$ cat config.mk
export PLATFORM = sky130hd
export DESIGN_NAME = byte_level_unicode_to_byte_decoder
export DESIGN_NICKNAME = d
export VERILOG_FILES = /design/src/bbd_pkg.sv /design/src/bbd_front.sv /design/src/bbd_queue.sv /design/src/bbd_back.sv /design/src/byte_level_unicode_to_byte_decoder.sv
export SDC_FILE = /design/constraint.sdc
export NUM_CORES = 1
export LEC_CHECK = 0
export ABC_AREA = 1
export BUFFER_PORTS_ARGS = -buffer_cell sky130_fd_sc_hd__buf_4
export CORE_MARGIN = 1.5
export CORE_UTILIZATION = 42
export DETAILED_ROUTE_END_ITERATION = 7
export GPL_TIMING_DRIVEN = 0
export PLACE_DENSITY_LB_ADDON = 0.25
export SLEW_MARGIN = 10
export SYNTH_ARGS = -nofsm -noshare
export SYNTH_HDL_FRONTEND = slang
export SYNTH_HIERARCHICAL = 1
export SYNTH_SLANG_ARGS = --single-unit
$ cat constraint.sdc
create_clock -name aclk -period 4.4 [get_ports aclk]
set_clock_uncertainty 0.05 [all_clocks]
set_input_delay 0.22 -clock aclk [delete_from_list [all_inputs] [get_ports aclk]]
set_output_delay 0.22 -clock aclk [all_outputs]
set_load 0.1 [all_outputs]
$ cat src/bbd_pkg.sv
// shared types, constants and decode functions for the byte-level byte decoder
`timescale 1ns / 1ps

package bbd_pkg;

    // lead byte classification masks
    localparam logic [7:0] LEAD2_MASK  = 8'hE0;
    localparam logic [7:0] LEAD2_VAL   = 8'hC0;
    localparam logic [7:0] LEAD3_MASK  = 8'hF0;
    localparam logic [7:0] LEAD3_VAL   = 8'hE0;
    localparam logic [7:0] LEAD4_MASK  = 8'hF8;
    localparam logic [7:0] LEAD4_VAL   = 8'hF0;

    // two-byte leads that can reach the alphabet
    localparam logic [7:0] LEAD_CP_LO  = 8'hC2;
    localparam logic [7:0] LEAD_CP_HI  = 8'hC5;

    // code points that stand for themselves
    localparam logic [8:0] CP_RANGE1_LO = 9'h0A1;
    localparam logic [8:0] CP_RANGE1_HI = 9'h0AC;
    localparam logic [8:0] CP_RANGE2_LO = 9'h0AE;
    localparam logic [8:0] CP_RANGE2_HI = 9'h0FF;

    // shifted code points 256 and up
    localparam logic [8:0] CP_EXTRA_LO  = 9'd256;
    localparam logic [8:0] CP_EXTRA_END = 9'd324;

    // extra code point offsets
    localparam logic [7:0] EXTRA_LOW_END = 8'd33;
    localparam logic [7:0] EXTRA_MID_END = 8'd67;
    localparam logic [7:0] EXTRA_MID_ADD = 8'h5E;
    localparam logic [7:0] EXTRA_SOFT_HY = 8'hAD;

    localparam logic [2:0] MAX_RESULTS = 3'd4;

    // channel payloads
    typedef struct packed {
        logic [7:0] in_byte;
        logic       end_of_text;
    } bbd_in_t;

    typedef struct packed {
        logic [7:0] out_byte;
        logic       run_last;
    } bbd_out_t;

    typedef logic [3:0][7:0] bbd_seq_t;

    // one group of result bytes for one transaction
    typedef struct packed {
        bbd_seq_t   bytes;
        logic [2:0] count;
    } bbd_entry_t;

    // open sequence state
    typedef struct packed {
        logic [2:0][7:0] held;
        logic [1:0]      cnt;
        logic [2:0]      slen;
    } bbd_state_t;

    typedef struct packed {
        bbd_state_t state;
        bbd_entry_t emit;
    } bbd_feed_t;

    typedef enum logic {
        FR_IDLE,
        FR_RESCAN
    } bbd_front_state_t;

    // sequence length from lead byte, zero for an invalid lead
    function automatic logic [2:0] lead_length(input logic [7:0] b);
        logic [2:0] len;
        if (!b[7]) begin
            len = 3'd1;
        end else if ((b & LEAD2_MASK) == LEAD2_VAL) begin
            len = 3'd2;
        end else if ((b & LEAD3_MASK) == LEAD3_VAL) begin
            len = 3'd3;
        end else if ((b & LEAD4_MASK) == LEAD4_VAL) begin
            len = 3'd4;
        end else begin
            len = 3'd0;
        end
        return len;
    endfunction

    // byte that stands for code point 256 + n
    function automatic logic [7:0] extra_byte(input logic [6:0] n);
        logic [7:0] n8;
        logic [7:0] r;
        n8 = {1'b0, n};
        if (n8 < EXTRA_LOW_END) begin
            r = n8;
        end else if (n8 < EXTRA_MID_END) begin
            r = n8 + EXTRA_MID_ADD;
        end else begin
            r = EXTRA_SOFT_HY;
        end
        return r;
    endfunction

    // map a complete sequence back to bytes, raw when outside the alphabet
    function automatic bbd_entry_t emit_sequence(input bbd_seq_t seq, input logic [2:0] len);
        bbd_entry_t r;
        logic [8:0] cp;
        r.bytes = seq;
        r.count = len;
        cp      = {seq[0][2:0], seq[1][5:0]};
        if (len == 3'd2 && seq[0] >= LEAD_CP_LO && seq[0] <= LEAD_CP_HI
            && seq[1][7:6] == 2'b10) begin
            if ((cp >= CP_RANGE1_LO && cp <= CP_RANGE1_HI)
                || (cp >= CP_RANGE2_LO && cp <= CP_RANGE2_HI)) begin
                r.bytes[0] = cp[7:0];
                r.count    = 3'd1;
            end else if (cp >= CP_EXTRA_LO && cp < CP_EXTRA_END) begin
                r.bytes[0] = extra_byte(cp[6:0]);
                r.count    = 3'd1;
            end
        end
        return r;
    endfunction

    // take one byte into the open sequence state
    function automatic bbd_feed_t feed(input bbd_state_t s, input logic [7:0] b);
        bbd_feed_t  r;
        logic [2:0] len;
        bbd_seq_t   seq;
        r.state    = s;
        r.emit     = '0;
        len        = lead_length(b);
        seq[2:0]   = s.held;
        seq[3]     = 8'h00;
        seq[s.cnt] = b;
        if (s.cnt == 2'd0) begin
            if (len == 3'd1) begin
                r.emit.bytes[0] = b;
                r.emit.count    = 3'd1;
            end else if (len != 3'd0) begin
                r.state.held[0] = b;
                r.state.cnt     = 2'd1;
                r.state.slen    = len;
            end
        end else if ({1'b0, s.cnt} + 3'd1 >= s.slen || s.cnt == 2'd3) begin
            r.emit       = emit_sequence(seq, {1'b0, s.cnt} + 3'd1);
            r.state.cnt  = 2'd0;
            r.state.slen = 3'd0;
        end else begin
            r.state.held[s.cnt] = b;
            r.state.cnt         = s.cnt + 2'd1;
        end
        return r;
    endfunction

endpackage

$ cat src/bbd_front.sv
// front end: sequence collection, classification and end-of-text rescan
`timescale 1ns / 1ps

module bbd_front (
    input  logic                 aclk,
    input  logic                 aresetn,
    input  logic                 s_valid,
    output logic                 s_ready,
    input  bbd_pkg::bbd_in_t     s_data,
    output logic                 push_valid,
    input  logic                 push_ready,
    output bbd_pkg::bbd_entry_t  push_entry
);
    import bbd_pkg::*;

    bbd_front_state_t mode_reg, mode_next;
    bbd_state_t       st_reg, st_next;
    logic [1:0][7:0]  pend_reg, pend_next;
    logic [1:0]       pend_cnt_reg, pend_cnt_next;
    bbd_entry_t       acc_reg, acc_next;

    logic [7:0]       feed_byte;
    bbd_feed_t        fres;
    bbd_entry_t       merged;
    logic [3:0]       slot;
    logic [3:0]       sum;

    // one shared feed step, input byte or pending rescan byte
    assign feed_byte = (mode_reg == FR_IDLE) ? s_data.in_byte : pend_reg[0];
    assign fres      = feed(st_reg, feed_byte);
    assign s_ready   = (mode_reg == FR_IDLE) && push_ready;

    // append feed results to the accumulated group
    always_comb begin
        merged = acc_reg;
        slot   = 4'd0;
        for (int i = 0; i < 4; i++) begin
            slot = {1'b0, acc_reg.count} + 4'(i);
            if (3'(i) < fres.emit.count && slot < {1'b0, MAX_RESULTS}) begin
                merged.bytes[slot[1:0]] = fres.emit.bytes[i];
            end
        end
        sum = {1'b0, acc_reg.count} + {1'b0, fres.emit.count};
        merged.count = (sum > {1'b0, MAX_RESULTS}) ? MAX_RESULTS : sum[2:0];
    end

    // state register
    always_ff @(posedge aclk) begin
        if (!aresetn) begin
            mode_reg     <= FR_IDLE;
            st_reg       <= '0;
            pend_cnt_reg <= 2'd0;
            acc_reg      <= '0;
        end else begin
            mode_reg     <= mode_next;
            st_reg       <= st_next;
            pend_cnt_reg <= pend_cnt_next;
            acc_reg      <= acc_next;
        end
    end

    // pending rescan bytes
    always_ff @(posedge aclk) begin
        pend_reg <= pend_next;
    end

    // next state and queue push
    always_comb begin
        mode_next     = mode_reg;
        st_next       = st_reg;
        pend_next     = pend_reg;
        pend_cnt_next = pend_cnt_reg;
        acc_next      = acc_reg;
        push_valid    = 1'b0;
        push_entry    = acc_reg;
        case (mode_reg)
            FR_IDLE: begin
                if (s_valid && s_ready) begin
                    st_next = fres.state;
                    if (s_data.end_of_text && fres.state.cnt != 2'd0) begin
                        mode_next     = FR_RESCAN;
                        acc_next      = fres.emit;
                        pend_next[0]  = fres.state.held[1];
                        pend_next[1]  = fres.state.held[2];
                        pend_cnt_next = fres.state.cnt - 2'd1;
                        st_next       = '0;
                    end else if (fres.emit.count != 3'd0) begin
                        push_valid = 1'b1;
                        push_entry = fres.emit;
                    end
                end
            end
            FR_RESCAN: begin
                if (pend_cnt_reg != 2'd0) begin
                    st_next       = fres.state;
                    acc_next      = merged;
                    pend_next[0]  = pend_reg[1];
                    pend_cnt_next = pend_cnt_reg - 2'd1;
                end else if (st_reg.cnt != 2'd0) begin
                    // truncated again: drop its lead, rescan the rest
                    pend_next[0]  = st_reg.held[1];
                    pend_next[1]  = st_reg.held[2];
                    pend_cnt_next = st_reg.cnt - 2'd1;
                    st_next       = '0;
                end else if (acc_reg.count == 3'd0) begin
                    mode_next = FR_IDLE;
                end else begin
                    push_valid = 1'b1;
                    push_entry = acc_reg;
                    if (push_ready) begin
                        mode_next = FR_IDLE;
                    end
                end
            end
            default: begin
                mode_next = FR_IDLE;
            end
        endcase
    end

endmodule

$ cat src/bbd_queue.sv
// small queue of result groups between front and back
`timescale 1ns / 1ps

module bbd_queue #(
    parameter int DEPTH = 4
) (
    input  logic                 aclk,
    input  logic                 aresetn,
    input  logic                 push_valid,
    output logic                 push_ready,
    input  bbd_pkg::bbd_entry_t  push_entry,
    output logic                 pop_valid,
    input  logic                 pop_ready,
    output bbd_pkg::bbd_entry_t  pop_entry
);
    import bbd_pkg::*;

    localparam int PTR_W = (DEPTH > 1) ? $clog2(DEPTH) : 1;
    localparam int CNT_W = $clog2(DEPTH + 1);

    bbd_entry_t       slots [DEPTH];
    logic [PTR_W-1:0] wr_ptr_reg, wr_ptr_next;
    logic [PTR_W-1:0] rd_ptr_reg, rd_ptr_next;
    logic [CNT_W-1:0] count_reg, count_next;
    logic             do_push;
    logic             do_pop;

    assign push_ready = (count_reg != CNT_W'(DEPTH));
    assign pop_valid  = (count_reg != '0);
    assign pop_entry  = slots[rd_ptr_reg];
    assign do_push    = push_valid && push_ready;
    assign do_pop     = pop_valid && pop_ready;

    // pointer and fill count update
    always_comb begin
        wr_ptr_next = wr_ptr_reg;
        rd_ptr_next = rd_ptr_reg;
        count_next  = count_reg;
        if (do_push) begin
            wr_ptr_next = (wr_ptr_reg == PTR_W'(DEPTH - 1)) ? '0 : wr_ptr_reg + PTR_W'(1);
        end
        if (do_pop) begin
            rd_ptr_next = (rd_ptr_reg == PTR_W'(DEPTH - 1)) ? '0 : rd_ptr_reg + PTR_W'(1);
        end
        if (do_push && !do_pop) begin
            count_next = count_reg + CNT_W'(1);
        end else if (do_pop && !do_push) begin
            count_next = count_reg - CNT_W'(1);
        end
    end

    always_ff @(posedge aclk) begin
        if (!aresetn) begin
            wr_ptr_reg <= '0;
            rd_ptr_reg <= '0;
            count_reg  <= '0;
        end else begin
            wr_ptr_reg <= wr_ptr_next;
            rd_ptr_reg <= rd_ptr_next;
            count_reg  <= count_next;
        end
    end

    // entry storage
    always_ff @(posedge aclk) begin
        if (do_push) begin
            slots[wr_ptr_reg] <= push_entry;
        end
    end

endmodule

$ cat src/bbd_back.sv
// back end: sends each queued group out one byte per transaction
`timescale 1ns / 1ps

module bbd_back (
    input  logic                 aclk,
    input  logic                 aresetn,
    input  logic                 pop_valid,
    output logic                 pop_ready,
    input  bbd_pkg::bbd_entry_t  pop_entry,
    output logic                 m_valid,
    input  logic                 m_ready,
    output bbd_pkg::bbd_out_t    m_data
);
    import bbd_pkg::*;

    logic       busy_reg, busy_next;
    bbd_entry_t ent_reg, ent_next;
    logic [1:0] idx_reg, idx_next;
    logic       last;
    logic       take;

    assign last      = ({1'b0, idx_reg} + 3'd1 == ent_reg.count);
    assign take      = m_valid && m_ready;
    assign pop_ready = !busy_reg || (take && last);

    assign m_valid         = busy_reg;
    assign m_data.out_byte = ent_reg.bytes[idx_reg];
    assign m_data.run_last = last;

    // step through the group, load the next when done
    always_comb begin
        busy_next = busy_reg;
        ent_next  = ent_reg;
        idx_next  = idx_reg;
        if (take && !last) begin
            idx_next = idx_reg + 2'd1;
        end
        if (pop_ready) begin
            busy_next = pop_valid;
            ent_next  = pop_entry;
            idx_next  = 2'd0;
        end
    end

    always_ff @(posedge aclk) begin
        if (!aresetn) begin
            busy_reg <= 1'b0;
            idx_reg  <= 2'd0;
        end else begin
            busy_reg <= busy_next;
            idx_reg  <= idx_next;
        end
    end

    always_ff @(posedge aclk) begin
        ent_reg <= ent_next;
    end

endmodule

$ cat src/byte_level_unicode_to_byte_decoder.sv
// Byte-level byte decoder: takes token text one byte per transaction, collects each UTF-8
// sequence by its lead byte, maps sequences of the byte alphabet back to their raw byte
// and passes any other sequence through raw (one to four bytes); invalid leads are
// dropped, and at end of text a truncated sequence loses its lead and the rest is
// rescanned. run_last marks the last result of an input transaction; a transaction may
// give no result at all. The front accepts one byte per cycle while the result queue
// (QUEUE_DEPTH groups) has room; an end-of-text byte that leaves a sequence open holds
// the front in rescan, one feed, re-truncate or finish step per cycle, plus any wait for
// queue room for its result group. The back sends one result byte per cycle while
// m_ready is high.
`timescale 1ns / 1ps

module byte_level_unicode_to_byte_decoder #(
    parameter int QUEUE_DEPTH = 4
) (
    input  logic               aclk,
    input  logic               aresetn,
    input  logic               s_valid,
    output logic               s_ready,
    input  bbd_pkg::bbd_in_t   s_data,
    output logic               m_valid,
    input  logic               m_ready,
    output bbd_pkg::bbd_out_t  m_data
);
    import bbd_pkg::*;

    logic       push_valid;
    logic       push_ready;
    bbd_entry_t push_entry;
    logic       pop_valid;
    logic       pop_ready;
    bbd_entry_t pop_entry;

    // sequence collection and rescan
    bbd_front u_front (
        .aclk       (aclk),
        .aresetn    (aresetn),
        .s_valid    (s_valid),
        .s_ready    (s_ready),
        .s_data     (s_data),
        .push_valid (push_valid),
        .push_ready (push_ready),
        .push_entry (push_entry)
    );

    // result groups waiting for the output
    bbd_queue #(
        .DEPTH (QUEUE_DEPTH)
    ) u_queue (
        .aclk       (aclk),
        .aresetn    (aresetn),
        .push_valid (push_valid),
        .push_ready (push_ready),
        .push_entry (push_entry),
        .pop_valid  (pop_valid),
        .pop_ready  (pop_ready),
        .pop_entry  (pop_entry)
    );

    // byte-wise output
    bbd_back u_back (
        .aclk      (aclk),
        .aresetn   (aresetn),
        .pop_valid (pop_valid),
        .pop_ready (pop_ready),
        .pop_entry (pop_entry),
        .m_valid   (m_valid),
        .m_ready   (m_ready),
        .m_data    (m_data)
    );

`ifndef SYNTH
    // every pushed group holds one to four bytes
    a_push_count: assert property (@(posedge aclk) disable iff (!aresetn)
        push_valid |-> (push_entry.count != 3'd0 && push_entry.count <= MAX_RESULTS))
        else $error("result group with bad byte count");

    // a group is sent without gaps once started
    a_group_cont: assert property (@(posedge aclk) disable iff (!aresetn)
        (m_valid && m_ready && !m_data.run_last) |=> m_valid)
        else $error("gap inside a result group");

    // input is only taken when the queue can take a group
    a_ready_room: assert property (@(posedge aclk) disable iff (!aresetn)
        s_ready |-> push_ready)
        else $error("input accepted without queue room");

    // reset empties the output
    a_reset_idle: assert property (@(posedge aclk)
        !aresetn |=> !m_valid)
        else $error("output valid after reset");
`endif

endmodule

[Word-level counts from Yosys, hierarchy flattened]
Memories as Yosys holds them, arrays and structs flattened. A register that Yosys moved wholly into a read port is not among the register bits.
Cells that the tools add are included.
Storage, ports and cells
  output and inout port bits: 11
  memories kept: 1
  memory bits (writable): 140
  word-level logic and storage cells: 219
  input port bits: 13
  register bits: 93
Operators by class
  equal/unequal tests: 17
  bitwise gates (word level): 2
  reductions and logical operators: 46
  add/sub/neg operators: 16
  $lt $le $gt $ge: 31
  multiplexer cells: 87
Memory list
  u_queue.slots: words 4, bits a word 35, rd ports 1, clocked after Yosys merged registers in 1, write ports 1, line bbd_queue.sv:21  | bbd_entry_t slots [DEPTH];
Operators with widths (number)
  $mux W35: 6
  $bwmux W32: 5
  $pmux W35 S2: 2
  $mux W32: 4
  $mux W29: 4
  $mux W8: 11
  $demux W8 S2: 5
  $mux W16: 4
  $pmux W29 S2: 1
  $mux W11: 5
  $mux W24: 2
  $mux W13: 3
  $mux W38: 1
  $pmux W16 S2: 1
  $logic_and A1 B1 Y1: 25
  $bwmux W24: 1
  $mux W3: 7
  $ge A9 B8 Y1 const B: 2
  $le A9 B8 Y1 const B: 2
  $lt A2 B3 Y1 const B: 6
  $bmux W8 S2: 1
  $mux W1: 14
  $mux W2: 7
  $lt A4 B3 Y1 const B: 3
  other kinds (43): 77

[Longest topological paths before layout]
Gate-level depths: netlist of run 1.
  depth in word-level cells: 24
  depth in mapped cells: 32
  depth with buffers taken out: 30

[Modules after synthesis]
Netlist of run 1, hierarchy kept.
Modules (own cells, without submodules)
  bbd_front: seq. area each 1821.7 um^2, times used 1, area an instance 6652.6 um^2, cells an instance 1087
  bbd_queue: seq. area each 4384.2 um^2, times used 1, area an instance 5669.2 um^2, cells an instance 408
  bbd_back: seq. area each 1111.1 um^2, times used 1, area an instance 1517.7 um^2, cells an instance 112

[Worst setup path after synthesis of run 1]
Ideal clock, no wire load.
  kind: flip-flop to flip-flop
  from: register u_front.mode_reg
  to: memory u_queue/slots[0][0] (netlist name), enable pin
  path slack: -0.513 ns
  path buffers: 3
  library setup time: 0.427 ns
  period minus slack after synthesis: 4.913 ns
  cell stages (with the launch flop): 11
  arrival time: 4.436 ns
  required time: 3.923 ns
  path through: dfxtp_1 > buf_6 > clkbuf_1 > nor2_1 > nand2_1 > nor2_1 > nand2_1 > buf_2 > o21ai_0 > nand2_1 > nor2_1
On the way
  elaborated cells between the ends (all ways): 49
  classes of those cells: order compare: 8; eq/ne: 5; mux: 21; bitwise: 1; reduce/logical: 14
RTL lines
  from (decl): line bbd_front.sv:16  | bbd_front_state_t mode_reg, mode_next;
  from (signal assigned): line bbd_front.sv:55  | mode_reg <= mode_next;
  $not A1 Y1: line bbd_front.sv:31  | assign s_ready = (mode_reg == FR_IDLE) && push_ready;
  $logic_and A1 B1 Y1: line bbd_front.sv:31
  named net s_ready: line byte_level_unicode_to_byte_decoder.sv:19  | output logic s_ready,
  $logic_and A1 B1 Y1: line bbd_front.sv:78  | if (s_valid && s_ready) begin
  $mux W1: line bbd_front.sv:78
  $pmux W1 S2: line bbd_front.sv:76  | case (mode_reg)
  named net push_valid: line byte_level_unicode_to_byte_decoder.sv:27  | logic push_valid;
  $logic_and A1 B1 Y1: line bbd_queue.sv:31  | assign do_push = push_valid && push_ready;
  $mux W1: line bbd_queue.sv:66  | if (do_push) begin
  $mux W1 (not written as such): line bbd_queue.sv:67  | slots[wr_ptr_reg] <= push_entry;
  to (decl): line bbd_queue.sv:21
The timed path passes the listed nets, and every way through them passes these cells.

[Worst setup path in the final report of run 1]
  from: register u_front/st_reg[4] (netlist name)
  to: register u_queue.count_reg[1]
On the way
  elaborated cells between the ends (all ways): 54
  classes of those cells: add/sub: 2; order compare: 11; eq/ne: 3; mux: 19; reduce/logical: 19
RTL lines
  from (decl): line bbd_front.sv:17  | bbd_state_t st_reg, st_next;
  from (signal assigned): line bbd_front.sv:56  | st_reg <= st_next;
  $lt A2 B3 Y1 (not written as such) or $ge A2 B1 Y1 (tied branches): line bbd_pkg.sv:135  | seq[s.cnt] = b;
  $logic_and A1 B1 Y1 (not written as such): line bbd_pkg.sv:135
  $mux W8 (not written as such): line bbd_pkg.sv:135
  $demux W8 S2
  $bwmux W32: line bbd_pkg.sv:135
  $ge A9 B9 Y1, or another cell as far along: line bbd_pkg.sv:117  | end else if (cp >= CP_EXTRA_LO && cp < CP_EXTRA_END) begin
  $logic_and A1 B1 Y1 (on tied branches)
  $mux W11, or another cell as far along: line bbd_pkg.sv:117
  [7 not listed]
  $mux W1: line bbd_front.sv:78
  $pmux W1 S2 *: line bbd_front.sv:76
  named net push_valid: line byte_level_unicode_to_byte_decoder.sv:27
  $logic_and A1 B1 Y1 *: line bbd_queue.sv:31
  named net u_queue.do_push: line bbd_queue.sv:25  | logic do_push;
  $logic_and A1 B1 Y1 *: line bbd_queue.sv:45  | if (do_push && !do_pop) begin
  $mux W3 *: line bbd_queue.sv:45
  named net u_queue.count_next[1]: line bbd_queue.sv:24  | logic [CNT_W-1:0] count_reg, count_next;
  to (signal assigned): line bbd_queue.sv:60  | count_reg <= count_next;
  to (decl): line bbd_queue.sv:24
The timed path passes the listed nets; every way through them passes the cells marked *.
A chain may end at the register's enable or synchronous reset.

==> qor.csv, run 1 <==
metric;value;unit
hpwl;29800;um
coreArea;32500;um^2
cp_top_family;simple AND/OR/NAND/NOR gates;
swShare;40.3;%
grt_pass1_wl;62700;um
drc_errors;0;
ys_types;54;
crit_buf_inv;7;
routedWlPerCell;19.0;um
critPathRequiredTime;4.80;ns
io_pins;24;
setup_tns;0;ns
leakage;5.98;nW
overflow;0;
largest_reg_flops;140;
min_period_over_period;93.0;%
finalMaxSlewViolations;0;
max-cap-violations;0;
drt_pre_antenna_iters;6;
fmax;0.244;GHz
synth.cell_area;13800;um^2
routed_wl;40800;um
rsz0062_at_grt;no;
crit_path_end_kind;flop;
die_y;185;um
layout.nets;1713;
combPwrFrac;38.9;%
yosys_warnings;6;
seqPwrFrac;35.6;%
finalSetupViolCount;0;
place_congestion;0.954;
status;finished, final reports clean;
syn_nets;1643;
hp-class;input port to flop;
power.internal;6.08;mW
antenna_found_initial;0;
crit_fanout;10;
hold_ws;0.0253;ns
crit_type;flop to flop;
flow.area_growth_from_synthesis;14.7;%
io_buffers;23;
tightest_slew;1.02;ns
clkTransAtPathRegs;0.06;ns
max_stage_delay;0.40;ns
power.density;642;nW/um^2
fin_cells;2142;
track_usage;24.1;%
grt_pass1_vias;11100;
ys_seq_area_share;52.9;%
clockBufferDepth;3;
die-area;34000;um^2
start_util;42.6;%
cts.sinks;270;
hold_viol_final;0;
drive_gt1_share;13.4;%
die_w;185;um
ant_nets;0;
cts_tree;done;
routed_via_density;5.45;
vias;11700;
root_buffer;clkbuf_16;
diodes;0;
cpMaxStageDelayCell;fa_1;
cts-buffers-inserted;29;
syn_avg_cell_area;8.61;um^2
fin_crit;4.09;ns
placed_cells;2076;
drt_iter0_markers;1158;
ys_ff_latch;270;
irDropWorstVdd;0.000371;V
arrival;4.49;ns
htree_levels;1;
p_clk_share;25.5;%
n_fill_cell;3127;
power.switching;4.11;mW
relSlewSlack;31.5;%
insertion_delay;0.56;ns
num_rows;66;
grt_max_degree;37;
start_kind;flop;
synthCells;1607;
[through the flow]
step | util, % | instance area, um^2 | power (mW) | setup WS [ns]
after floorplan | - | 13800 | 6.30 | -0.513
after global placement | 44.9 | 14600 | 7.43 | -2.35
after detailed placement | 45.2 | 14700 | 7.50 | -0.767
after global routing | 48.9 | 15900 | 10.7 | 0.00463
final | 48.9 | 15900 | 10.2 | 0.307
after CTS | 48.8 | 15800 | 10.2 | 0.0241
[cell usage after synthesis, drive strengths merged]
cell       n  area share, %
nand2    427             12
o21ai    199            7.4
nor2     196            5.9
edfxtp   191             41
inv      135            3.8
a21oi     96            3.7
dfxtp     79             11
nand3     72            2.9
o22ai     46            2.1
buf       42            1.9
clkbuf    29           0.80
ha        21            1.9
a22oi     10           0.54
o211ai     9           0.52
nand4      8           0.36
o2111ai    8           0.51
a2bb2oi    7           0.44
a31oi      5           0.23
nand3b     4           0.22
a211oi     3           0.16
nor3       3           0.11
o31ai      3           0.16
xnor2      3           0.24
fa         2           0.29
o211a      2           0.14
a21boi     1          0.081
clkinv     1          0.027
nor4       1          0.090
o21a       1          0.063
o21bai     1          0.054
o2bb2ai    1          0.063
xor2       1          0.063
[worst min-delay path: cells and delay by family]
kind	cells	cell delay, ns
AND/OR/NAND/NOR	2	0.13
AO/OA/AOI/OAI	1	0.05
buffers and inverters	2	0.17
[path summary, 6_finish.rpt]
| kind | depth (start not counted) | slack (ns) | from | endpoint |
|---|---|---|---|---|
| min | 5 | 0.03 | m_ready | u_back/idx_reg[0] |
| max reg2reg | 27 | 0.31 | u_front/st_reg[4] | u_queue/count_reg[1] |
| min reg2reg | 2 | 0.42 | u_front/acc_reg[25] | u_front/acc_reg[25] |
| max | 27 | 0.31 | u_front/st_reg[4] | u_queue/count_reg[1] |
[cells by family after synthesis]
family	synth area share, %
compound gates	16.1
xor+xnor	0.307
flops	52.9
buf+inv	6.51
simple gates	22.0
fa+ha+maj	2.19
[cells in the final DEF, fill, tap and decap left out, types with 7 or more instances in the layout]
cell | netlist | routed
buf_4 | 12 | 46
a22oi_1 | 10 | 10
dfxtp_1 | 79 | 77
edfxtp_1 | 191 | 191
ha_1 | 21 | 19
buf_2 | 24 | 22
o21ai_1 | 28 | 28
nand2_2 | 22 | 25
nand2_1 | 397 | 392
o22ai_1 | 46 | 46
o2111ai_1 | 8 | 8
a2bb2oi_1 | 7 | 7
nand3_1 | 65 | 65
o211ai_1 | 8 | 8
clkbuf_1 | 28 | 37
nand4_1 | 8 | 8
inv_2 | 19 | 21
inv_1 | 112 | 108
clkbuf_16 | 0 | 32
nor2_4 | 5 | 9
a21oi_1 | 91 | 91
nand2_4 | 8 | 10
o21ai_0 | 167 | 166
nor2_1 | 185 | 180
[routing by layer]
| metal | part of all wire (%) | global-route usage, % |
|---|---|---|
| met1 | 43 | 31.6 |
| met2 | 49 | 41.7 |
| met3 | 5.6 | 2.63 |
| met4 | 2.9 | 7.64 |
| met5 | 0 | 0 |
[area by class of cell]
cell class / count / area (um^2) / area share (%)
flip-flops and latches: 270 / 7320 / 46.1
multi-input cells: 1130 / 5710 / 35.9
clock buffers: 43 / 862 / 5.43
well taps: 442 / 553 / 3.48
inverters: 136 / 534 / 3.37
plain buffers: 71 / 382 / 2.40
repair buffers: 39 / 348 / 2.19
clock inverters: 11 / 169 / 1.06
[what timing repair did]
action,4_1_cts,5_1_grt
endpoints found under the setup margin,153,147
endpoints found under the hold margin,15,0
resized for setup,9,15
hold buffers,2,0
buffers inserted,10,0
pin swaps,5,1
[power by group through the flow]
| stage | clock network, mW | registers [mW] | logic (mW) |
|---|---|---|---|
| global route | 2.75 | 3.66 | 4.31 |
| finish | 2.60 | 3.62 | 3.96 |
| global placement | 0 | 3.69 | 3.74 |
| detailed placement | 0 | 3.67 | 3.83 |
| CTS | 2.65 | 3.62 | 3.90 |
| floorplan | 0 | 3.63 | 2.67 |
Note: power is estimated with default switching activity, not from simulation.
==> run 2: changes to the inputs <==
--- a/config.mk
+++ b/config.mk
@@ -7,10 +7,10 @@
 export LEC_CHECK = 0
 export ABC_AREA = 1
 export BUFFER_PORTS_ARGS = -buffer_cell sky130_fd_sc_hd__buf_4
+export CORE_ASPECT_RATIO = 1.4
 export CORE_MARGIN = 1.5
 export CORE_UTILIZATION = 42
 export DETAILED_ROUTE_END_ITERATION = 7
-export GPL_TIMING_DRIVEN = 0
 export PLACE_DENSITY_LB_ADDON = 0.25
 export SLEW_MARGIN = 10
 export SYNTH_ARGS = -nofsm -noshare
==> run 2 against run 1 <==
- wire length shrank 4.7%
- largest power group unchanged
- clock power shrank 12%
- die area barely moved
- largest cell class unchanged
==> qor.csv, run 2 (synthesis gave the netlist of run 1 again) <==
metric;value;unit
critPathRequiredTime;4.75;ns
rsz0062_at_grt;no;
flow.area_growth_from_synthesis;11.5;%
layout_common_cells;nand2_1, edfxtp_1, nor2_1;
io_buffers;23;
ant_nets;0;
place_congestion;0.953;
overflow;0;
largest_reg_flops;140;
die_w;156;um
tightest_slew;1.16;ns
io_pins;24;
routed_wl;38800;um
max-cap-violations;0;
track_usage;22.9;%
vias;11300;
irDropWorstVdd;0.000457;V
hp-class;input port to flop;
fin_crit;4.07;ns
root_buffer;clkbuf_16;
max_stage_delay;0.41;ns
antenna_found_initial;0;
drc_errors;0;
start_util;42.7;%
grt_max_degree;71;
drt_iter0_markers;757;
power.density;622;nW/um^2
coreArea;32400;um^2
die_y;218;um
cp_cell_sequence;inv_1 -> ha_2 -> clkinvlp_4 -> nand2_1 -> nand2_2 -> inv_2 -> ha_1 -> nand3_1 -> nor2_1 -> nand3_1 -> nand3_2 -> nand3_2 -> nand2_4 -> nand2_2 -> nand2_4 -> inv_4 -> ha_1 -> fa_1 -> xnor2_1 -> o211a_1 -> nand3_1 -> a22oi_1 -> nor2_1;
min_period_over_period;92.5;%
cpMostUsedCell;nand3_1;
startpoint;u_front/st_reg[4];
grt_pass1_wl;60300;um
r2r_start;u_front/st_reg[4];
n_fill_cell;3165;
cpMaxStageDelayCell;fa_1;
total_power;9.60;mW
hold_viol_final;0;
grt_pass1_vias;10800;
finalSetupViolCount;0;
finalMaxSlewViolations;0;
htree_levels;1;
layout_commonest_cell;nand2_1;
num_rows;78;
cts.sinks;270;
worst_slack;0.329;ns
drive_gt1_share;11.4;%
leakage;5.77;nW
arrival;4.42;ns
die-area;34100;um^2
diodes;0;
crit_path_end_kind;flop;
cts_tree;done;
clockBufferDepth;3;
hold_path_startpoint;m_ready;
status;finished, final reports clean;
cts-buffers-inserted;28;
hpwl;27100;um
clkTransAtPathRegs;0.06;ns
routedWlPerCell;18.6;um
layout.nets;1657;
dp_slack;0.113;ns
crit_fanout;11;
relSlewSlack;22.5;%
start_kind;flop;
drt_pre_antenna_iters;5;
fmax;0.246;GHz
crit_type;flop to flop;
routed_via_density;5.43;
insertion_delay;0.56;ns
-- run 2: cell count changes in the layout (fill, tap and decap cells not counted), moves of 2 or more --
cell,change
nand2_1,+5
buf_1,-2
bufinv_16,-2
ha_4,-2
inv_6,-2
clkbuf_1,-27
buf_6,-5
clkbuf_8,-2
clkinvlp_4,+2
clkbuf_16,-3
buf_4,+3
buf_2,-22
nand2_2,-4
clkinv_1,+4
-- run 2: where the power goes --
| part | total [mW] | internal, mW | switching (mW) | leakage, nW |
|---|---|---|---|---|
| logic | 3.67 | 0.963 | 2.71 | 2.90 |
| clock network | 2.30 | 1.33 | 0.976 | 0.420 |
| registers | 3.63 | 3.41 | 0.222 | 2.45 |
| total | 9.60 | 5.70 | 3.90 | 5.77 |
-- run 2: path summary, 6_finish.rpt --
| check | to | slack (ns) | cells after the start |
|---|---|---|---|
| max | u_front/acc_reg[2] | 0.33 | 23 |
| min | u_back/idx_reg[0] | 0.02 | 5 |
| max reg2reg | u_front/acc_reg[2] | 0.33 | 23 |
| min reg2reg | u_front/acc_reg[26] | 0.42 | 2 |
-- run 2: layout make-up --
cell class                      count  area, um^2  area share (%)
Sequential cell                   270        7320            47.4
Multi-Input combinational cell   1130        5660            36.7
Clock buffer                       39         763            4.95
Tap cell                          440         551            3.57
Inverter                          136         532            3.45
Timing Repair Buffer               55         478            3.10
Clock inverter                     13         121           0.787
-- run 2: critical path, delay by kind of cell, from the launching register on --
kind,cells,cell delay (ns)
compound gates,2,0.42
xor+xnor,1,0.23
fa+ha+maj,4,1.04
buf+inv,4,0.53
flops,1,0.35
simple gates,12,1.27
-- run 2: routing by layer --
layer | vias to the layer above | track usage (%) | part of all wire, %
met5 | - | 0 | 0
met4 | 0 | 9.94 | 4.3
met2 | 382 | 42.3 | 52
li1 | 5496 | - | -
met3 | 85 | 2.33 | 5.0
met1 | 5343 | 26.8 | 39
-- run 2: repair_timing --
item	4_1_cts	5_1_grt
hold buffers	1	0
hold endpoints to repair	3	0
resized for setup	0	5
endpoints found under the setup margin	0	97
buffers inserted	0	5
-- run 2: stage by stage --
step	setup TNS (ns)	utilization, %	hold slack [ns]	instance area [um^2]	std cells
CTS	0	47.5	0.0113	15400	2078
global route	0	47.6	0.0529	15400	2083
finish	0	47.6	0.0220	15400	2083
floorplan	-71.88	-	0.281	13800	1607
global placement	0	44.7	0.402	14500	2025
detailed placement	0	44.7	0.405	14500	2025
